$ cat config.mk
export PLATFORM = sky130hd
export DESIGN_NAME = drs_fifo
export DESIGN_NICKNAME = d
export VERILOG_FILES = /design/src/hw/rtl/drs_fifo.sv
export VERILOG_INCLUDE_DIRS = /design/src /design/src/hw/rtl
export SDC_FILE = /design/constraint.sdc
export NUM_CORES = 1
export LEC_CHECK = 0
export BUFFER_PORTS_ARGS = -buffer_cell sky130_fd_sc_hd__buf_2
export CORE_MARGIN = 5
export CORE_UTILIZATION = 48
export CTS_CLUSTER_DIAMETER = 100
export CTS_CLUSTER_SIZE = 25
export DETAILED_ROUTE_END_ITERATION = 8
export GPL_ROUTABILITY_DRIVEN = 0
export PLACE_DENSITY_LB_ADDON = 0.1
export SYNTH_ARGS = -nofsm -noshare
export SYNTH_HDL_FRONTEND = slang
export SYNTH_SLANG_ARGS = --single-unit
$ cat constraint.sdc
create_clock -name clock -period 1.96 [get_ports clock]
set_input_delay 0.196 -clock clock [delete_from_list [all_inputs] [get_ports clock]]
set_output_delay 0.196 -clock clock [all_outputs]
set_load 0.05 [all_outputs]
$ cat src/hw/rtl/assert_macros.svh
`ifndef ASSERT_MACROS_SVH
`define ASSERT_MACROS_SVH

// Checks a property at every rising clock edge outside of reset.
`define ASSERT_CLK(label, prop, msg) \
   label: assert property (@(posedge clock) disable iff (reset) (prop)) else $error(msg);

// Checks that a condition never holds at a rising clock edge outside of reset.
`define ASSERT_NEVER(label, cond, msg) \
   label: assert property (@(posedge clock) disable iff (reset) !(cond)) else $error(msg);

`endif

$ cat src/hw/rtl/drs_fifo.sv
`timescale 1ns / 1ps

`include "assert_macros.svh"

module drs_fifo #(
   parameter int WIDTH = 8,
   parameter int DEPTH = 2
) (
   input  logic             clock,
   input  logic             reset,
   input  logic             push,
   input  logic [WIDTH-1:0] wr_data,
   output logic             full,
   input  logic             pop,
   output logic [WIDTH-1:0] rd_data,
   output logic             empty
);

   localparam int PTR_W  = $clog2(DEPTH);
   localparam int FILL_W = $clog2(DEPTH + 1);

   logic [WIDTH-1:0]  slot_ff [DEPTH];
   logic [PTR_W-1:0]  wr_ptr_ff, wr_ptr_in;
   logic [PTR_W-1:0]  rd_ptr_ff, rd_ptr_in;
   logic [FILL_W-1:0] fill_ff, fill_in;
   logic              do_wr, do_rd;

   assign full    = (fill_ff == FILL_W'(DEPTH));
   assign empty   = (fill_ff == '0);
   assign do_wr   = push && !full;
   assign do_rd   = pop && !empty;
   assign rd_data = slot_ff[rd_ptr_ff];

   // Pointer and fill level update.
   always_comb begin
      wr_ptr_in = wr_ptr_ff;
      rd_ptr_in = rd_ptr_ff;
      fill_in   = fill_ff;
      if (do_wr) begin
         wr_ptr_in = (wr_ptr_ff == PTR_W'(DEPTH - 1)) ? '0 : wr_ptr_ff + 1'b1;
      end
      if (do_rd) begin
         rd_ptr_in = (rd_ptr_ff == PTR_W'(DEPTH - 1)) ? '0 : rd_ptr_ff + 1'b1;
      end
      if (do_wr && !do_rd) begin
         fill_in = fill_ff + 1'b1;
      end else if (do_rd && !do_wr) begin
         fill_in = fill_ff - 1'b1;
      end
   end

   always_ff @(posedge clock) begin
      if (reset) begin
         wr_ptr_ff <= '0;
         rd_ptr_ff <= '0;
         fill_ff   <= '0;
      end else begin
         wr_ptr_ff <= wr_ptr_in;
         rd_ptr_ff <= rd_ptr_in;
         fill_ff   <= fill_in;
      end
   end

   // Entry storage.
   always_ff @(posedge clock) begin
      if (do_wr) begin
         slot_ff[wr_ptr_ff] <= wr_data;
      end
   end

   `ASSERT_CLK(a_fifo_fill_bound, fill_ff <= FILL_W'(DEPTH), "queue fill level above depth")

endmodule

==> summary.md, run 1 <==
| Metric | Value |
|---|---|
| Cell Pwr Density | `1490 nW/µm²` |
| Initial antenna violation count | `0` |
| Final #Nets | `88` |
| Input/output buffers | `21` |
| Setup Buffers After CTS | `0` |
| Routed len/inst | `between 10 and 15 µm` |
| Min Tclk post-route | `between 1.5 and 2 ns` |
| Num ports | `22` |
| Primary FF master, synth | `edfxtp_1` |
| Clock Skews | `approximately 0.005 ns` |
| Core Area | `between 1500 and 2000 µm²` |
| WL final | `around 1200 µm` |
| Post-synthesis register bit count | `21` |
| Crit path max fanout | `8` |
| DRC violations left | `0` |
| Critical Path Start Type | `flop` |
| Site Rows | `14` |
| Synth area leader | `edfxtp_1` |
| Mapped Nets | `63` |
| Hold Crit Class | `in2reg` |
| CTS tree | `done` |
| Syn. warnings | `0` |
| Number of H-tree levels | `1` |
| Worst Path Required | `1.76 ns` |
| Synth-to-Final Area Change | `18.5%` |
| Pins Over Slew Limit | `0` |
| Number of global-route vias before repair | `roughly 470` |
| Post-Syn Area | `between 700 and 800 µm²` |
| EDFF count, synth | `16` |
| Synth cell count leaders | `16 x edfxtp_1, 8 x mux2_2, 5 x dfxtp_1, 5 x nor2_1` |
| Reg area | `just under 600 µm²` |
| Synth top area share | `0.606` |
| Post-route clock period utilization | `0.836` |
| Synth top area cells | `edfxtp_1 61%, dfxtp_1 13%, mux2_2 11%` |
| Global-route wire length before repair | `a little over 2000 µm` |
| Final setup vio count | `0` |
| Post-DP HPWL | `slightly below 900 µm` |
| Share of cells above drive strength 1 | `0.446` |
| Worst-Skew Late Latency | `approximately 0.29 ns` |
| Final critical-path setup slack | `0.321 ns` |
| Initial DRC count | `1` |
| Post-Syn Instances | `50` |
| Sink Count | `21` |
| Filler cells | `roughly 130` |
| Worst setup path class | `reg2out` |
| Resize count post-CTS | `0` |
| Fmax | `approximately 0.61 GHz` |
| Most common cell in the netlist | `edfxtp_1` |
| CTS max path bufs | `2` |
| Largest net degree at the start of global routing | `12` |
| Ys async rst share | `0` |
| Vias/cell | `about 5.0` |
| Post-synthesis sequential area ratio | `0.732` |
| Outcome | `finished clean` |
| DR vias | `approximately 450` |
| Ant diodes | `0` |
| Crit end category | `output port` |
| Die Width | `between 50 and 60 µm` |
| Total gr overflow | `0` |
| Multi-input combinational cell area | `around 200 µm²` |
| RSZ-0062 raised after global routing | `no` |
| GRT Overall Usage | `0.108` |
| Setup TNS | `0 ns` |
| Mapped Avg Cell Area | `15.9 µm²` |
| Final hold vios | `0` |
| Static leakage | `approximately 0.38 nW` |
| Root Buffer | `clkbuf_4` |
| Final Hold Slack | `0.0829 ns` |
| Initial Util | `0.515` |
| CTS Buf Count | `3` |
| Transition time of the tightest slew-check pin | `just over 0.4 ns` |
| # Max-Cap Violations | `0` |
| Clock Pin Slew Worst Setup and Hold Paths | `0.11 ns` |
| Synth cell types | `13` |
| Die area | `around 2600 µm²` |
| Power, Total | `~0.0014 W` |
| Detail Route Antenna Nets | `0` |
| Slew margin rel. | `0.729` |
| First-pass detailed-route iteration total | `2` |
| DIE HEIGHT | `50.7 µm` |
| Maximum vdd ir drop | `approximately 0.77 mV` |
| Place WS | `roughly 0.42 ns` |
| Critical Path AT | `between 1 and 1.5 ns` |
| Hold buffers post-CTS | `0` |
[per-layer routing]
metal	up-vias	global-route usage	part of all wire
li1	228	-	-
met1	201	0.138	0.47
met2	15	0.161	0.46
met3	2	0.0325	0.065
met4	0	0.0638	0.012
met5	-	0	0
[cell type report]
type,count,share of cell area
Timing Repair Buffer,21,0.112
Sequential cell,21,0.618
Multi-Input combinational cell,26,0.213
Clock buffer,4,0.0280
Inverter,2,0.00799
Tap cell,16,0.0213
[worst max-delay path, cell delays in order, from the launching register on]
cell	delay, ns
dfxtp_1	0.55
mux2_2	0.38
buf_2	0.21
[per-stage QoR]
stage | cells | instance area [µm²] | utilization
floorplan | 50 | 793 | -
global placement | 86 | 913 | 0.593
detailed placement | 86 | 913 | 0.593
CTS | 90 | 940 | 0.610
global route | 90 | 940 | 0.610
finish | 90 | 940 | 0.610
[where the power goes]
part,switching [W],internal [W]
combinational,0.000403,0.000175
sequential,0.0000590,0.000568
clock,0.000118,0.0000792
[kinds of logic after synthesis]
group	count (synthesis)	share of synthesized area
buffers and inverters	3	0.0158
DFF	21	0.732
muxes	8	0.114
adders and majority gates	1	0.0158
and+or+nand+nor	9	0.0584
AOI/OAI and AO/OA	5	0.0315
xor gates and xnor gates	3	0.0331
[registers in the layout (all words and copies together), names as in the netlist, named ones only]
register / flops
slot_ff: 16
fill_ff: 2
rd_ptr_ff: 1
wr_ptr_ff: 1
[worst paths after layout]
check	from	to	slack, ns	cells past startpoint
min reg2reg	wr_ptr_ff	wr_ptr_ff	0.49	2
max	flop	rd_data[5]	0.32	2
min	wr_data[1]	slot_ff[0][1]	0.08	1
max reg2reg	fill_ff[0]	fill_ff[1]	0.41	4
[cells in the final DEF (no fill, tap or decap), types with 2 or more instances in the layout]
master    Yosys  routed
edfxtp_1     16      16
xor2_1        3       3
a21oi_1       2       2
clkbuf_4      0       3
mux2_2        8       8
nor2_1        5       5
buf_2         1      21
dfxtp_1       5       5
inv_1         2       2
o21ai_0       3       3
or3_1         2       2
No activity file was read; power rests on OpenSTA's default activity.
==> run 2, diff against run 1 <==
Settings changed: CORE_UTILIZATION 48 to 44.
Clock period 1.96 ns to 1.3 ns, I/O delays scaled along.
==> summary.md, run 2 (synthesis results as in run 1) <==
| Metric | Value |
|---|---|
| Filler cells | `between 100 and 150` |
| Hold depth | `1` |
| R2R Path Start | `fill_ff[1]` |
| Most frequent cells in the layout | `16 x edfxtp_1, 11 x buf_2, 8 x mux2_4, 8 x buf_8, 5 x buf_6` |
| Final hold vios | `0` |
| Largest net degree at the start of global routing | `13` |
| Share of cells above drive strength 1 | `0.612` |
| Clock share of power | `0.108` |
| Maximum vdd ir drop | `1.60 mV` |
| Die Width | `~52 µm` |
| DR vias | `500` |
| Number of global-route vias before repair | `513` |
| Number of H-tree levels | `1` |
| Initial DRC count | `5` |
| DIE HEIGHT | `52.5 µm` |
| Sink Count | `21` |
| First-pass detailed-route iteration total | `2` |
| Clock Pin Slew Worst Setup and Hold Paths | `~0.11 ns` |
| GRT Overall Usage | `0.119` |
| Static leakage | `around 0.50 nW` |
| Min Tclk post-route | `between 1 and 1.5 ns` |
| Worst Path Required | `1.17 ns` |
| CTS Buf Count | `3` |
| Post-layout util | `0.710` |
| Final #Nets | `~100` |
| Slew margin rel. | `0.859` |
| Crit end category | `output port` |
| Die area | `around 2800 µm²` |
| Hold Path End | `slot_ff[1][1]` |
| R2R cell count | `6` |
| Met3 Track Usage GR | `0.0370` |
| Fin area | `roughly 1200 µm²` |
| Combinational share of power | `0.549` |
| Num ports | `22` |
| Worst hold path startpoint | `wr_data[1]` |
| Commonest non-fill, non-tap cell in the layout | `edfxtp_1` |
| Initial antenna violation count | `0` |
| Met1 Track Usage GR | `0.132` |
| Fmax | `just over 0.7 GHz` |
| CTS tree | `done` |
| Post-route clock period utilization | `1.06` |
| Crit path max fanout | `5` |
| Critical Path AT | `~1.3 ns` |
| Cell Pwr Density | `between 2000 and 2500 nW/µm²` |
| Reg2reg setup slack | `-0.08 ns` |
| DRC violations left | `0` |
| Placed Area | `978 µm²` |
| Root Buffer | `clkbuf_4` |
| Vias/cell | `about 4.5` |
| Worst-Skew Late Latency | `0.29 ns` |
| Setup TNS | `-0.783 ns` |
| Worst setup path class | `reg2out` |
| Largest regs | `slot_ff: 16 flops, fill_ff: 2 flops` |
| Failing checks | `setup timing` |
| Worst R2R End | `fill_ff[1]` |
| Internal | `roughly 0.0017 W` |
| WL final | `about 1400 µm` |
| Total gr overflow | `0` |
| Pins Over Slew Limit | `0` |
| GR peak layer | `met2` |
| Global-route wire length before repair | `between 2000 and 2500 µm` |
| Place WS | `-0.111 ns` |
| Routed len/inst | `around 13 µm` |
| Final critical-path setup slack | `-0.0751 ns` |
| Critical Path Start Type | `flop` |
| Final setup vio count | `17` |
| Clock Skews | `0.00369 ns` |
| Detail Route Antenna Nets | `0` |
| Post-Layout Cell Count | `between 100 and 150` |
| Outcome | `finished with violations` |
| Switching Share | `0.379` |
| Cells after DPL | `just over 100` |
| Core Area | `1730 µm²` |
| # Max-Cap Violations | `0` |
| Site Rows | `15` |
| Max FFs per register | `16` |
| Ant diodes | `0` |
| Initial Util | `0.459` |
| Top reg by flops | `slot_ff` |
| Met2 Resource Use GR | `0.202` |
| Input/output buffers | `21` |
| Synth-to-Final Area Change | `54.6%` |
| Reg power frac | `0.343` |
| Transition time of the tightest slew-check pin | `0.209 ns` |
| Sw Pwr | `just over 0.001 W` |
| CTS max path bufs | `2` |
| Hold Crit Class | `in2reg` |
| RSZ-0062 raised after global routing | `yes` |
| Post-DP HPWL | `~900 µm` |
-- run 2: cell types whose count changed in the layout (fill, tap and decap cells not counted), sizes merged --
cell         change
dlygate4sd3      +4
clkbuf           -1
buf              +7
clkinv           +1
-- run 2: what timing repair did --
item	CTS	global route
hold buffers	0	4
pin swaps	3	1
resized for setup	46	5
endpoints found under the setup margin	10	19
endpoints found under the hold margin	0	8
setup buffers	1	0
-- run 2: routing by layer --
layer / vias up / routed length, µm
met5: - / 0
met4: 0 / 0
met3: 0 / 84
met2: 16 / 744
met1: 228 / 595
li1: 256 / -
-- run 2: per-stage QoR --
stage,power [W],hold slack (ns)
2_1_floorplan,0.00169,0.192
3_3_place_gp,0.00197,0.319
3_5_place_dp,0.00198,0.322
4_1_cts,0.00266,0.00678
5_1_grt,0.00285,0.000610
6_report,0.00271,0.0213
-- run 2: cell type report --
type / instances / area (µm²) / share of cell area
clock buffers: 3 / 22.5 / 0.0184
repair buffers: 32 / 302 / 0.246
clock inverters: 1 / 5.00 / 0.00408
well taps: 25 / 31.3 / 0.0255
inverters: 2 / 15.0 / 0.0122
multi-input cells: 26 / 267 / 0.217
flip-flops and latches: 21 / 584 / 0.477
-- run 2: worst max-delay path by stage --
| stage | cells past startpoint | to | slack (ns) | from |
|---|---|---|---|---|
| after CTS | 3 | rd_data[5] | -0.09 | flop |
| final | 3 | rd_data[5] | -0.08 | flop |
| after detailed placement | 4 | fill_ff[1] | -0.11 | fill_ff[0] |
| after global placement | 4 | fill_ff[1] | -0.14 | fill_ff[0] |
| after global routing | 3 | rd_data[6] | -0.14 | flop |
| after floorplan | 5 | fill_ff[1] | -0.32 | fill_ff[1] |
-- run 2: power groups by stage --
stage / clock, W / combinational (W) / sequential [W]
after global placement: 0 / 0.00105 / 0.000923
after detailed placement: 0 / 0.00105 / 0.000930
after CTS: 0.000309 / 0.00142 / 0.000930
final: 0.000292 / 0.00149 / 0.000930
after global routing: 0.000340 / 0.00157 / 0.000943
after floorplan: 0 / 0.000762 / 0.000924
-- run 2: worst max-delay path, stage by stage, from the launching register on --
cell and delay, ns:
dfxtp_2 0.35, buf_6 0.13, mux2_4 0.32, buf_8 0.15
==> run 3, diff against run 2 <==
Settings changed: PLACE_DENSITY_LB_ADDON 0.1 to 0.15.
==> summary.md, run 3 (synthesis results as in run 1) <==
| Metric | Value |
|---|---|
| Filler cells | `approximately 140` |
| Transition time of the tightest slew-check pin | `about 0.23 ns` |
| Die area | `around 2800 µm²` |
| Max FFs per register | `16` |
| CTS tree | `done` |
| Initial antenna violation count | `0` |
| Placed Area | `approximately 990 µm²` |
| R2R cell count | `6` |
| Slew margin rel. | `0.847` |
| Die Width | `about 52 µm` |
| Synth-to-Final Area Change | `55.8%` |
| Static leakage | `a little over 0.5 nW` |
| Ant diodes | `0` |
| Site Rows | `15` |
| Top reg by flops | `slot_ff` |
| Commonest non-fill, non-tap cell in the layout | `edfxtp_1` |
| R2R Path Start | `fill_ff[1]` |
| Core Area | `~1700 µm²` |
| Fmax | `slightly above 0.7 GHz` |
| Number of H-tree levels | `1` |
| Global-route wire length before repair | `2350 µm` |
| Critical Path AT | `between 1 and 1.5 ns` |
| Cells after DPL | `slightly above 100` |
| Crit path max fanout | `5` |
| Final hold vios | `0` |
| Number of global-route vias before repair | `approximately 540` |
| Worst setup path class | `reg2out` |
| Share of cells above drive strength 1 | `0.568` |
| Hold depth | `1` |
| Fin area | `about 1200 µm²` |
| CTS Buf Count | `3` |
| Place WS | `-0.151 ns` |
| Most frequent cells in the layout | `16 x edfxtp_1, 11 x buf_2, 8 x mux2_4, 8 x buf_8, 7 x buf_4` |
| Input/output buffers | `21` |
| Worst Path Required | `1.17 ns` |
| Clock Skews | `between 0.0009 and 0.001 ns` |
| Maximum vdd ir drop | `about 1.4 mV` |
| Crit end category | `output port` |
| Worst hold path startpoint | `wr_data[7]` |
| Min Tclk post-route | `approximately 1.4 ns` |
| GRT Overall Usage | `0.118` |
| Worst-Skew Late Latency | `about 0.30 ns` |
| Detail Route Antenna Nets | `0` |
| WL final | `roughly 1600 µm` |
| CTS max path bufs | `2` |
| Clock Pin Slew Worst Setup and Hold Paths | `0.11 ns` |
| Post-DP HPWL | `roughly 980 µm` |
| Final #Nets | `between 100 and 150` |
| Sink Count | `21` |
| Final setup vio count | `9` |
| Failing checks | `setup timing` |
| Critical Path Start Type | `flop` |
| Root Buffer | `clkbuf_4` |
| Largest net degree at the start of global routing | `12` |
| Routed len/inst | `between 10 and 15 µm` |
| Reg2reg setup slack | `-0.08 ns` |
| DR vias | `~540` |
| DRC violations left | `0` |
| Hold Crit Class | `in2reg` |
| Final Hold Slack | `around 0.024 ns` |
| Vias/cell | `between 4 and 5` |
| Outcome | `finished with violations` |
| Largest regs | `slot_ff: 16 flops, fill_ff: 2 flops` |
| # Max-Cap Violations | `0` |
| Post-Layout Cell Count | `between 100 and 150` |
| Initial DRC count | `7` |
| Pins Over Slew Limit | `0` |
| Cell Pwr Density | `~2200 nW/µm²` |
| Hold Path End | `slot_ff[1][7]` |
| Initial Util | `0.459` |
| Num ports | `22` |
| First-pass detailed-route iteration total | `4` |
| Total gr overflow | `0` |
| DIE HEIGHT | `roughly 52 µm` |
| Final critical-path setup slack | `-0.0935 ns` |
| Post-route clock period utilization | `1.07` |
| Worst R2R End | `fill_ff[1]` |
| RSZ-0062 raised after global routing | `yes` |
==> run 3: per-layer routing <==
metal  wire, µm  track usage
met4         14       0.0511
met2        838        0.211
met1        609        0.130
met3         88       0.0313
met5          0            0
==> run 3: layout make-up <==
| type | instances | area (µm²) | share of cell area |
|---|---|---|---|
| Inverter | 2 | 10.0 | 0.00810 |
| Tap cell | 25 | 31.3 | 0.0253 |
| Timing Repair Buffer | 35 | 322 | 0.260 |
| Multi-Input combinational cell | 26 | 263 | 0.213 |
| Clock buffer | 4 | 26.3 | 0.0213 |
| Sequential cell | 21 | 584 | 0.473 |
==> run 3: how the worst max path moves through the flow <==
stage | startpoint | end | slack [ns] | cells after the start
after floorplan | fill_ff[1] | fill_ff[1] | -0.32 | 5
after global placement | fill_ff[0] | fill_ff[1] | -0.16 | 4
after detailed placement | fill_ff[0] | fill_ff[1] | -0.15 | 4
after CTS | flop | rd_data[6] | -0.09 | 3
after global routing | fill_ff[1] | fill_ff[1] | -0.15 | 6
final | flop | rd_data[3] | -0.09 | 3
==> run 3: power breakdown <==
group | switching (W) | internal [W]
logic | 0.000771 | 0.000686
registers | 0.0000700 | 0.000865
clock network | 0.000192 | 0.000119
==> run 3: repair_timing <==
| action | in CTS | in global routing |
|---|---|---|
| setup buffers | 0 | 0 |
| setup endpoints to repair | 10 | 19 |
| pin swaps | 4 | 1 |
| hold buffers | 0 | 6 |
| endpoints found under the hold margin | 0 | 11 |
| gates resized for setup | 41 | 5 |
==> run 3: critical path: stages, from the launching register on <==
cell and delay [ns]:
dfxtp_2 0.37, buf_6 0.13, mux2_4 0.31, buf_8 0.15
==> run 3: stage by stage <==
stage               setup TNS [ns]  total power [W]  utilization
global route                 -1.22          0.00284        0.716
floorplan                   -0.413          0.00169            -
CTS                         -0.759          0.00265        0.671
detailed placement          -0.213          0.00202        0.575
finish                      -0.777          0.00270        0.716
global placement            -0.228          0.00201        0.575
