**src/hw/rtl/assert_macros.svh**
```systemverilog
`ifndef ASSERT_MACROS_SVH
`define ASSERT_MACROS_SVH

// Checks a property at every rising clock edge outside of reset.
`define ASSERT_CLK(label, prop, msg) \
   label: assert property (@(posedge clock) disable iff (reset) (prop)) else $error(msg);

// Checks that a condition never holds at a rising clock edge outside of reset.
`define ASSERT_NEVER(label, cond, msg) \
   label: assert property (@(posedge clock) disable iff (reset) !(cond)) else $error(msg);

`endif

```
**src/hw/rtl/drs_pkg.sv**
```systemverilog
`timescale 1ns / 1ps

package drs_pkg;

   // Port widths of the task id and count fields.
   localparam int ID_W  = 6;
   localparam int CNT_W = 16;

   // Defaults of the top level parameters.
   localparam int MAX_TASKS_DEF  = 64;
   localparam int COUNT_BITS_DEF = 16;

   // A list request emits at most this many results.
   localparam int MAX_RESULTS = 64;
   localparam int RES_W       = $clog2(MAX_RESULTS + 1);

   // Depths of the command queue and the result queue.
   localparam int CMD_DEPTH = 2;
   localparam int RSP_DEPTH = 2;

   typedef enum logic [2:0] {
      ACT_ADD_TASK     = 3'd0,
      ACT_ADD_EDGE     = 3'd1,
      ACT_ADD_AMOUNT   = 3'd2,
      ACT_LIST_READY   = 3'd3,
      ACT_LIST_PARENTS = 3'd4
   } action_type;

   typedef enum logic [1:0] {
      STAT_OK      = 2'd0,
      STAT_FULL    = 2'd1,
      STAT_EMPTY   = 2'd2,
      STAT_INVALID = 2'd3
   } status_type;

   // Command kinds as classified by the front end.
   typedef enum logic [2:0] {
      CMD_ADD_TASK,
      CMD_ADD_EDGE,
      CMD_ADD_AMOUNT,
      CMD_LIST_READY,
      CMD_LIST_PARENTS,
      CMD_FULL,
      CMD_INVALID
   } cmd_kind_type;

   typedef enum logic [2:0] {
      BK_IDLE,
      BK_ADD,
      BK_EDGE,
      BK_AMOUNT,
      BK_REPLY,
      BK_SCAN,
      BK_FINISH
   } back_state_type;

   typedef struct packed {
      cmd_kind_type      kind;
      logic [ID_W-1:0]   first_task;
      logic [ID_W-1:0]   second_task;
      logic [CNT_W-1:0]  count_value;
      logic              leaf_flag;
   } cmd_type;

   typedef struct packed {
      logic [ID_W-1:0]   task_index;
      logic [CNT_W-1:0]  taken_amount;
      status_type        status;
      logic              last_flag;
   } rsp_type;

endpackage

```
**src/hw/rtl/drs_front.sv**
```systemverilog
`timescale 1ns / 1ps

`include "assert_macros.svh"

module drs_front import drs_pkg::*; #(
   parameter int MAX_TASKS = MAX_TASKS_DEF
) (
   input  logic             clock,
   input  logic             reset,
   input  logic             req_push,
   output logic             req_full,
   input  logic [2:0]       req_action,
   input  logic [ID_W-1:0]  req_first_task,
   input  logic [ID_W-1:0]  req_second_task,
   input  logic [CNT_W-1:0] req_count_value,
   input  logic             req_leaf_flag,
   output logic             cmd_push,
   output cmd_type          cmd_out,
   input  logic             cmd_full
);

   localparam int TOTAL_W = $clog2(MAX_TASKS + 1);
   localparam int CMP_W   = (ID_W > TOTAL_W) ? ID_W : TOTAL_W;

   logic [TOTAL_W-1:0] total_ff, total_in;
   logic               accept;
   logic               a_bad, b_bad, table_full;

   assign req_full   = cmd_full;
   assign accept     = req_push && !cmd_full;
   assign a_bad      = CMP_W'(req_first_task) >= CMP_W'(total_ff);
   assign b_bad      = CMP_W'(req_second_task) >= CMP_W'(total_ff);
   assign table_full = (total_ff >= TOTAL_W'(MAX_TASKS));

   // Classify the request; the front keeps its own task count so that
   // id checks happen in request order.
   always_comb begin
      cmd_push            = 1'b0;
      total_in            = total_ff;
      cmd_out.kind        = CMD_INVALID;
      cmd_out.first_task  = req_first_task;
      cmd_out.second_task = req_second_task;
      cmd_out.count_value = req_count_value;
      cmd_out.leaf_flag   = req_leaf_flag;
      case (action_type'(req_action))
         ACT_ADD_TASK: begin
            cmd_push = accept;
            if (table_full) begin
               cmd_out.kind = CMD_FULL;
            end else begin
               cmd_out.kind = CMD_ADD_TASK;
               if (accept) begin
                  total_in = total_ff + 1'b1;
               end
            end
         end
         ACT_ADD_EDGE: begin
            cmd_push     = accept;
            cmd_out.kind = (a_bad || b_bad) ? CMD_INVALID : CMD_ADD_EDGE;
         end
         ACT_ADD_AMOUNT: begin
            cmd_push     = accept;
            cmd_out.kind = a_bad ? CMD_INVALID : CMD_ADD_AMOUNT;
         end
         ACT_LIST_READY: begin
            cmd_push     = accept;
            cmd_out.kind = CMD_LIST_READY;
         end
         ACT_LIST_PARENTS: begin
            cmd_push     = accept;
            cmd_out.kind = a_bad ? CMD_INVALID : CMD_LIST_PARENTS;
         end
         default: begin
            // Unused actions are taken and dropped.
            cmd_push = 1'b0;
         end
      endcase
   end

   always_ff @(posedge clock) begin
      if (reset) begin
         total_ff <= '0;
      end else begin
         total_ff <= total_in;
      end
   end

   `ASSERT_CLK(a_front_total_bound, total_ff <= TOTAL_W'(MAX_TASKS), "task count above table size")

endmodule

```
**config.mk**
```make
export PLATFORM = sky130hd
export DESIGN_NAME = drs_front
export DESIGN_NICKNAME = d
export VERILOG_FILES = /design/src/hw/rtl/drs_pkg.sv /design/src/hw/rtl/drs_front.sv
export VERILOG_INCLUDE_DIRS = /design/src /design/src/hw/rtl
export SDC_FILE = /design/constraint.sdc
export NUM_CORES = 1
export LEC_CHECK = 0
export BUFFER_PORTS_ARGS = -buffer_cell sky130_fd_sc_hd__buf_2
export CELL_PAD_IN_SITES_DETAIL_PLACEMENT = 1
export CELL_PAD_IN_SITES_GLOBAL_PLACEMENT = 2
export CORE_ASPECT_RATIO = 2
export CORE_MARGIN = 2
export CORE_UTILIZATION = 20
export CTS_BUF_LIST = sky130_fd_sc_hd__clkbuf_2 sky130_fd_sc_hd__clkbuf_4 sky130_fd_sc_hd__clkbuf_8
export CTS_CLUSTER_SIZE = 8
export DETAILED_ROUTE_END_ITERATION = 10
export GPL_ROUTABILITY_DRIVEN = 0
export PLACE_DENSITY_LB_ADDON = 0.1
export SLEW_MARGIN = 20
export SYNTH_ARGS = -nofsm -noshare
export SYNTH_HDL_FRONTEND = slang
export SYNTH_SLANG_ARGS = --single-unit
```
**constraint.sdc**
```tcl
create_clock -name clock -period 2.9 [get_ports clock]
set_input_delay 0.435 -clock clock [delete_from_list [all_inputs] [get_ports clock]]
set_output_delay 0.435 -clock clock [all_outputs]
set_load 0.02 [all_outputs]
```
==> results of run 1 <==
[kinds of logic (layout without fill, tap and decap cells)]
logic type / Yosys count / in the layout / share of synthesized area
xor gates and xnor gates: 5 / 5 / 0.0494
muxes: 1 / 1 / 0.0113
adders and majority gates: 14 / 14 / 0.197
and+or+nand+nor: 25 / 25 / 0.168
DFF: 7 / 7 / 0.158
AOI/OAI and AO/OA: 16 / 16 / 0.116
buffers and inverters: 41 / 51 / 0.300
[worst paths after layout]
check	endpoint	cells after the start
worst max-delay path	cmd_out[29]	8
worst min-delay path	total_ff[6]	2
worst max register to register	total_ff[6]	4
worst min register to register	total_ff[1]	2
[critical path, cell delays in order (launching register included)]
cell and delay [ns]:
dfxtp_1 0.31, inv_1 0.17, ha_4 0.24, a21o_1 0.20
a31oi_4 0.18, o22ai_2 0.15, or3_1 0.41, a211oi_1 0.23
buf_2 0.19
[layer usage]
| metal | vias to the layer above | part of all wire | wire [microns] |
|---|---|---|---|
| met4 | 0 | 0.023 | 52 |
| met3 | 4 | 0.056 | 128 |
| met2 | 30 | 0.61 | 1390 |
| met1 | 344 | 0.31 | 702 |
| li1 | 362 | - | - |
| met5 | - | 0 | 0 |
[through the flow]
stage                     cells  setup WS (ns)  hold slack [ns]
after floorplan             109          0.335            0.487
after global placement      169         0.0667            0.518
after detailed placement    169         0.0454            0.541
after CTS                   173         0.0188            0.481
after global routing        173         0.0631            0.490
final                       173          0.151            0.473
[repair_timing]
item                                    in CTS  in global routing
resized for setup                            2                  2
endpoints found under the setup margin       2                  2
cloned                                       0                  0
[layout by cell type, fill, tap and decap left out, types with 2 or more instances in the layout]
master,instances
a21o_1,2
a21oi_1,7
buf_2,35
clkbuf_8,3
dfxtp_1,7
ha_1,13
inv_1,11
nand2_1,2
nand2b_1,3
nand3_1,2
nand4_1,3
nor2_1,9
xnor2_1,5
[area by class of cell]
cell class                 count  area share
clock buffer                   4      0.0491
multi-input combinational     61       0.517
tap                           54      0.0679
sequential                     7       0.141
timing repair buffer          36       0.184
inverter                      11      0.0415
[power by group through the flow]
stage               combinational [mW]  sequential (mW)  clock (mW)
floorplan                       0.0911           0.0990           0
global placement                0.0822           0.0988           0
detailed placement              0.0828           0.0988           0
CTS                             0.0849           0.0971       0.157
global route                    0.0944           0.0970       0.162
finish                          0.0857           0.0972       0.151
==> run metrics, run 1 <==
outcome complete, no violations; Final min period 2.75 ns; total CTS buffers 3; post-synth top area share 0.254; largest net degree at the start of global routing 8; met2 usage 0.193; Post-CTS Setup Bufs 0; synthesis-to-finish area growth 12.1%; Final setup viols 0; largest reg by FF count total_ff; hold crit path type input pin to register; synthesized area per cell 8.14 sq um; fin area 995 sq um; Syn Inst Count 109; clock share of power 0.452; most area-consuming cells after synthesis buf_4 (25%), ha_1 (20%), dfxtp_1 (16%); Slew Limit Headroom 0.678; CP max FO 4; max-cap violations 0; first-pass GRT wire length 3.49 mm; CP required 2.47 ns; CTS tree done; placed cell area 912 sq um; P_int 0.238 mW; number of distinct library cells after synthesis 26; port bufs 35; Layout Nets 170; unrepaired setup endpoints after global routing no; VDD IR max 238 uV; register area 140 sq um; NetSw 0.0961 mW; total power 0.334 mW; Sum Neg Setup Slack 0 ns; Worst-Skew Late Latency 0.23 ns; Wirelength per Cell 13.1 microns; Lkg Pwr 0.448 nW; PD cells 336 mW/mm^2; post-route ant nets 0; EDFF count, synth 0; via count 740; M1 GR Usage 0.0712; max reg flops 7; Max Transition Viols Final 0; hold_sp reset; post-synthesis net count 159; layer with the highest usage met2; YS warnings 0; Reg-to-Reg Start total_ff[6]; initial antenna violation count 0; final period utilization 0.948; Worst setup EP type primary output; antenna cells 0; Tot GR Track Use 0.0938; Synth async-reset ratio 0; Gate power share 0.257; Setup Skew 0.00126 ns; Worst-Margin Slew 0.479 ns; Via density 4.28; Layout Utilization 0.232; crit path DAT 2.31 ns; Final Hold Viols 0; biggest registers after layout total_ff x7; leading cell types by count after synthesis buf_4 (30), ha_1 (14), inv_1 (11); die height 98.2 microns; CP Class register to primary output; Post-Syn Area 887 sq um; Synth Flop Type dfxtp_1; Layout fillers 541; Row Count 34; Max Freq 0.364 GHz; Seq pwr share 0.291; R2R setup slack 1.44 ns; final WL 2.27 mm; register area share after synthesis 0.158; Die ar. 0.00502 sq mm; detailed router's first-iteration violation count 3; Sw Ratio 0.288; Clk Tree Root Cell clkbuf_8; Longest Clk Path Bufs 2; count leader, synth buf_4; cell taking the most area after synthesis buf_4; I/O pin count 70; multi-input logic area 514 sq um; startpoint types register; synthesis-stage register bit count 7; die width 51.1 microns; DRC viols 0; grt ovf 0; CTS sink count 7; hold_buf cts 0; vias in the first global route 804; DP Wirelength 1.99 mm; Initial DRT Pass Iterations 2; met3 global-route usage 0.0183; Critical Path Source total_ff[2]; H-tree Lvls 1; initial core utilization 0.206; core footprint 0.00430 sq mm; Worst-path clk slew 0.04 ns; share of layout cells above drive strength 1 0.395
No activity file was read; power rests on OpenSTA's default activity.
==> run 2: changes to the inputs <==
--- a/config.mk
+++ b/config.mk
@@ -8,10 +8,10 @@
 export LEC_CHECK = 0
 export BUFFER_PORTS_ARGS = -buffer_cell sky130_fd_sc_hd__buf_2
 export CELL_PAD_IN_SITES_DETAIL_PLACEMENT = 1
-export CELL_PAD_IN_SITES_GLOBAL_PLACEMENT = 2
+export CELL_PAD_IN_SITES_GLOBAL_PLACEMENT = 1
 export CORE_ASPECT_RATIO = 2
 export CORE_MARGIN = 2
-export CORE_UTILIZATION = 20
+export CORE_UTILIZATION = 27
 export CTS_BUF_LIST = sky130_fd_sc_hd__clkbuf_2 sky130_fd_sc_hd__clkbuf_4 sky130_fd_sc_hd__clkbuf_8
 export CTS_CLUSTER_SIZE = 8
 export DETAILED_ROUTE_END_ITERATION = 10
==> run 2 against run 1 <==
Via count is 0.95% lower. Combinational power is 5.4% lower. Cell area is 5.4% lower. Final cell count is 14% lower. Count of clock-buffer cells in the layout stayed put. Worst hold slack better by 0.0012 ns. Clock skew is 0.0024 ns higher. First-iteration DRC count is 100% higher. Setup slack better by 0.024 ns. Utilization is 6.7 points higher. Critical path depth stayed put. Critical endpoint unchanged. Largest cell class unchanged.
==> run metrics, run 2 (synthesis gave the netlist of run 1 again) <==
startpoint types register; largest reg by FF count total_ff; max-cap violations 0 (unchanged); CP max stage delay 0.40 ns (about the same); synthesis-to-finish area growth 6.06%; hold depth 2 (unchanged); unrepaired setup endpoints after global routing no; post-route ant nets 0 (unchanged); Final min period 2.72 ns (-0.0245 ns); I/O pin count 70 (unchanged); Longest Clk Path Bufs 2 (unchanged); hold crit path type input pin to register; Final setup viols 0 (unchanged); CTS tree done; port bufs 35 (unchanged); WHS Endpoint total_ff[0]; Lkg Pwr 0.440 nW (-1.6%); R2R setup slack 1.46 ns (+0.02 ns); CP required 2.47 ns (about the same); initial antenna violation count 0 (unchanged); placed insts 145 (-14%); Layout fillers 397 (-27%); Via density 4.92 (+15%); Crit path depth 8 (unchanged); pre-CTS setup slack 0.232 ns (+0.186 ns); PD cells 345 mW/mm^2 (+2.8%); DP Wirelength 1.76 mm (-12%); Sum Neg Setup Slack 0 ns (unchanged); detailed router's first-iteration violation count 6 (+3); biggest registers after layout total_ff x7; initial core utilization 0.281 (+0.0745); CP max FO 4 (unchanged); VDD IR max 206 uV (-14%); final period utilization 0.940 (-0.00844); final critical-path setup slack 0.175 ns (+0.0245 ns); Row Count 29 (-15%); die height 85.1 microns (-13%); CTS sink count 7 (unchanged); crit path buf inv count 2 (unchanged); Layout Utilization 0.298 (+0.0666); Worst-Skew Late Latency 0.22 ns (about the same); final WL 1.96 mm (-14%); Wirelength per Cell 13.1 microns (about the same); Reg2Reg Depth 4 (unchanged); DRC viols 0 (unchanged); Post-Layout Cell Count 149 (-14%); antenna cells 0 (unchanged); die width 44.5 microns (-13%); crit path DAT 2.29 ns (-0.02 ns); Reg-to-Reg Start total_ff[6]; Layout Nets 169 (-0.59%); Clk Tree Root Cell clkbuf_8; Worst path slowest cell or3_1; Max Freq 0.367 GHz (+0.90%); Final Hold Viols 0 (unchanged); worst r2r dst total_ff[6]; cells along the critical path inv_1 > ha_1 > a21o_1 > a31oi_2 > o22ai_2 > or3_1 > a211oi_1 > buf_2; grt ovf 0 (unchanged); share of layout cells above drive strength 1 0.390 (-0.00513); hold_sp reset; via count 733 (-0.95%); Worst setup EP type primary output; CP Class register to primary output; outcome complete, no violations; Max Transition Viols Final 0 (unchanged); Worst-Margin Slew 0.457 ns (-0.0222 ns); Setup Skew 0.00366 ns (+0.00241 ns); top cell family by delay on the critical path compound AO/OA/AOI/OAI gates; most frequent cells in the layout buf_2 (35), ha_1 (14), inv_1 (11); Initial DRT Pass Iterations 2 (unchanged); Die ar. 0.00379 sq mm (-24%); Tot GR Track Use 0.112 (+0.0185); largest net degree at the start of global routing 8 (unchanged); Worst-path clk slew 0.04 ns (about the same); H-tree Lvls 1 (unchanged); first-pass GRT wire length 3.23 mm (-7.5%); total CTS buffers 3 (unchanged); max reg flops 7 (unchanged); Slew Limit Headroom 0.693 (+0.0149); commonest non-fill, non-tap cell in the layout buf_2; vias in the first global route 749 (-6.8%); core footprint 0.00316 sq mm (-27%)
==> run 2: changes by cell type in the layout (fill, tap and decap cells not counted) <==
cell	before	now
a31oi_2	0	1
ha_1	13	14
a21oi_2	0	1
buf_4	1	0
a21oi_1	7	6
a31oi_4	1	0
ha_4	1	0
==> run 2: layout make-up <==
class	count	area (sq um)	share of cell area
multi-input cells	61	497	0.528
repair buffers	35	175	0.186
flip-flops and latches	7	140	0.149
clock buffers	4	48.8	0.0519
inverters	11	41.3	0.0439
well taps	31	38.8	0.0412
==> run 2: worst max path at each step <==
| stage | start | slack [ns] | endpoint |
|---|---|---|---|
| floorplan | req_first_task[2] | 0.33 | cmd_out[29] |
| global placement | req_first_task[4] | 0.26 | cmd_out[29] |
| detailed placement | req_first_task[4] | 0.23 | cmd_out[29] |
| CTS | total_ff[2] | 0.09 | cmd_out[29] |
| global route | total_ff[2] | 0.007 | cmd_out[29] |
| finish | total_ff[2] | 0.18 | cmd_out[29] |
==> run 2: where the power goes <==
group          total, mW  internal (mW)  switching, mW
registers         0.0975         0.0970       0.000516
clock network      0.146          0.104         0.0415
logic             0.0811         0.0342         0.0469
==> run 2: repair_timing <==
item / 4_1_cts / 5_1_grt
resized for setup: 0 / 3
buffers inserted: 0 / 0
endpoints found under the hold margin: 0 / 0
hold buffers: 0 / 0
endpoints found under the setup margin: 0 / 1
==> run 2: per-layer routing <==
layer,share of wire,GRT usage,vias to the layer above
met5,0,0,-
met3,0.055,0.0234,4
met1,0.30,0.103,341
met2,0.64,0.219,32
met4,0.0071,0.0441,0
li1,-,-,356
==> run 2: worst register-to-register path: cells and delay by family, from the launching register on <==
family,cells,cell delay [ns]
AOI/OAI and AO/OA,1,0.26
and+or+nand+nor,3,0.77
DFF,1,0.35
==> run 2: per-stage QoR <==
stage | total power, mW | area, sq um | hold WS, ns
finish | 0.324 | 941 | 0.475
detailed placement | 0.180 | 876 | 0.519
global placement | 0.178 | 876 | 0.514
floorplan | 0.190 | 887 | 0.487
CTS | 0.329 | 925 | 0.482
global route | 0.342 | 941 | 0.500
==> run 3: changes to the inputs <==
--- a/config.mk
+++ b/config.mk
@@ -16,7 +16,7 @@
 export CTS_CLUSTER_SIZE = 8
 export DETAILED_ROUTE_END_ITERATION = 10
 export GPL_ROUTABILITY_DRIVEN = 0
-export PLACE_DENSITY_LB_ADDON = 0.1
+export PLACE_DENSITY = 0.88
 export SLEW_MARGIN = 20
 export SYNTH_ARGS = -nofsm -noshare
 export SYNTH_HDL_FRONTEND = slang
==> run 3 against run 2 <==
Count of clock-buffer cells in the layout is the same. Non-clock buffer count is the same. Register-to-register slack lost 0.02 ns. Largest cell class unchanged. Utilization shrank 0.40 points. Power shrank 0.95%. Setup slack lost 0.011 ns. Critical path depth is the same. Sequential cell count is the same. Combinational power shrank 2.8%.
==> run metrics, run 3 (synthesis gave the netlist of run 1 again) <==
Longest Clk Path Bufs 2 (unchanged); via count 737 (+0.55%); Reg2Reg Depth 4 (unchanged); commonest non-fill, non-tap cell in the layout buf_2; WHS Endpoint total_ff[2]; total CTS buffers 3 (unchanged); Via density 4.95 (+0.55%); hold crit path type input pin to register; crit path DAT 2.30 ns (about the same); Lkg Pwr 0.437 nW (-0.72%); Worst-path clk slew 0.04 ns (about the same); multi-input logic area 484 sq um (-2.5%); Tot GR Track Use 0.109 (-0.00293); hold_sp reset; final period utilization 0.943 (+0.00372); Critical Path Source total_ff[4]; CTS tree done; most frequent cells in the layout buf_2 (35), ha_1 (14), inv_1 (11); I/O pin count 70 (unchanged); Setup Skew 0.000832 ns (-0.00283 ns); hold depth 2 (unchanged); Clk Tree Root Cell clkbuf_8; port bufs 35 (unchanged); Wirelength per Cell 12.3 microns (-6.4%); CP max FO 4 (unchanged); register area 140 sq um (unchanged); PD cells 346 mW/mm^2 (+0.39%); Slew Limit Headroom 0.698 (+0.00507); R2R setup slack 1.44 ns (-0.02 ns); Row Count 29 (unchanged); synthesis-to-finish area growth 4.65%; Layout Nets 169 (unchanged); cells along the critical path inv_1 > ha_1 > a21o_1 > a21oi_2 > o22ai_1 > or3_1 > a211oi_1 > buf_2; DRC viols 0 (unchanged); startpoint types register; outcome complete, no violations; initial antenna violation count 0 (unchanged); Layout fillers 393 (-1.0%); Initial DRT Pass Iterations 3 (+1); hold_buf cts 0 (unchanged); H-tree Lvls 1 (unchanged); die width 44.5 microns (unchanged); Worst-Margin Slew 0.449 ns (-0.00755 ns); CTS sink count 7 (unchanged); DP Wirelength 1.62 mm (-8.2%); Max Transition Viols Final 0 (unchanged); share of layout cells above drive strength 1 0.373 (-0.0169); Final setup viols 0 (unchanged); total power 0.321 mW (-0.95%); first-pass GRT wire length 3.11 mm (-3.8%); detailed router's first-iteration violation count 5 (-1); top cell family by delay on the critical path compound AO/OA/AOI/OAI gates; Reg-to-Reg Start total_ff[6]; Final Hold Viols 0 (unchanged); CP Class register to primary output; post_cts resized 0 (unchanged); Post-CTS Setup Bufs 0 (unchanged); CP required 2.47 ns (about the same); Sum Neg Setup Slack 0 ns (unchanged); Die ar. 0.00379 sq mm (unchanged); initial core utilization 0.281 (unchanged); crit path buf inv count 2 (unchanged); Worst-Skew Late Latency 0.22 ns (about the same); Worst setup EP type primary output; VDD IR max 170 uV (-18%); Final min period 2.74 ns (+0.0108 ns); final WL 1.83 mm (-6.4%); max-cap violations 0 (unchanged); core footprint 0.00316 sq mm (unchanged); Max Freq 0.366 GHz (-0.39%); max reg flops 7 (unchanged); unrepaired setup endpoints after global routing no; antenna cells 0 (unchanged); largest reg by FF count total_ff; largest net degree at the start of global routing 8 (unchanged); grt ovf 0 (unchanged); post-route ant nets 0 (unchanged); vias in the first global route 765 (+2.1%); worst r2r dst total_ff[6]; Worst path slowest cell or3_1; biggest registers after layout total_ff x7; CP max stage delay 0.41 ns (about the same); die height 85.1 microns (unchanged)
-- run 3: changes by cell type in the layout (fill, tap and decap cells not counted) --
| cell | change |
|---|---|
| a31oi_1 | +1 |
| a31oi_2 | -1 |
| o22ai_1 | +1 |
| o22ai_2 | -1 |
-- run 3: area by class of cell --
class,instances,area share
Clock buffer,4,0.0526
Sequential cell,7,0.151
Multi-Input combinational cell,61,0.522
Inverter,11,0.0445
Tap cell,31,0.0418
Timing Repair Buffer,35,0.189
-- run 3: through the flow --
step	instances	hold slack (ns)	instance area (sq um)	setup slack, ns	utilization
after floorplan	109	0.487	887	0.335	-
after global placement	145	0.512	876	0.285	0.277
after detailed placement	145	0.543	876	0.199	0.277
after CTS	149	0.469	925	0.0915	0.293
after global routing	149	0.480	928	0.0301	0.294
final	149	0.470	928	0.164	0.294
-- run 3: worst max-delay path by stage --
stage	endpoint	depth (start not counted)
2_1_floorplan	cmd_out[29]	6
3_3_place_gp	cmd_out[29]	8
3_5_place_dp	cmd_out[29]	8
4_1_cts	cmd_out[29]	8
5_1_grt	cmd_out[29]	8
6_report	cmd_out[29]	8
-- run 3: worst register-to-register path, stage by stage, from the launching register on --
cell and delay [ns]:
dfxtp_1 0.35, nor4_4 0.49, nand4_2 0.19, o31a_1 0.28, nor2_1 0.10
-- run 3: metal layers --
| layer | vias to the layer above | track usage | share of wire |
|---|---|---|---|
| li1 | 356 | - | - |
| met1 | 339 | 0.0930 | 0.29 |
| met2 | 32 | 0.209 | 0.59 |
| met3 | 10 | 0.0149 | 0.068 |
| met4 | 0 | 0.0771 | 0.050 |
| met5 | - | 0 | 0 |
-- run 3: where the power goes --
group	internal, mW	switching (mW)	total [mW]
clock	0.104	0.0407	0.145
sequential	0.0971	0.000515	0.0976
combinational	0.0331	0.0458	0.0788
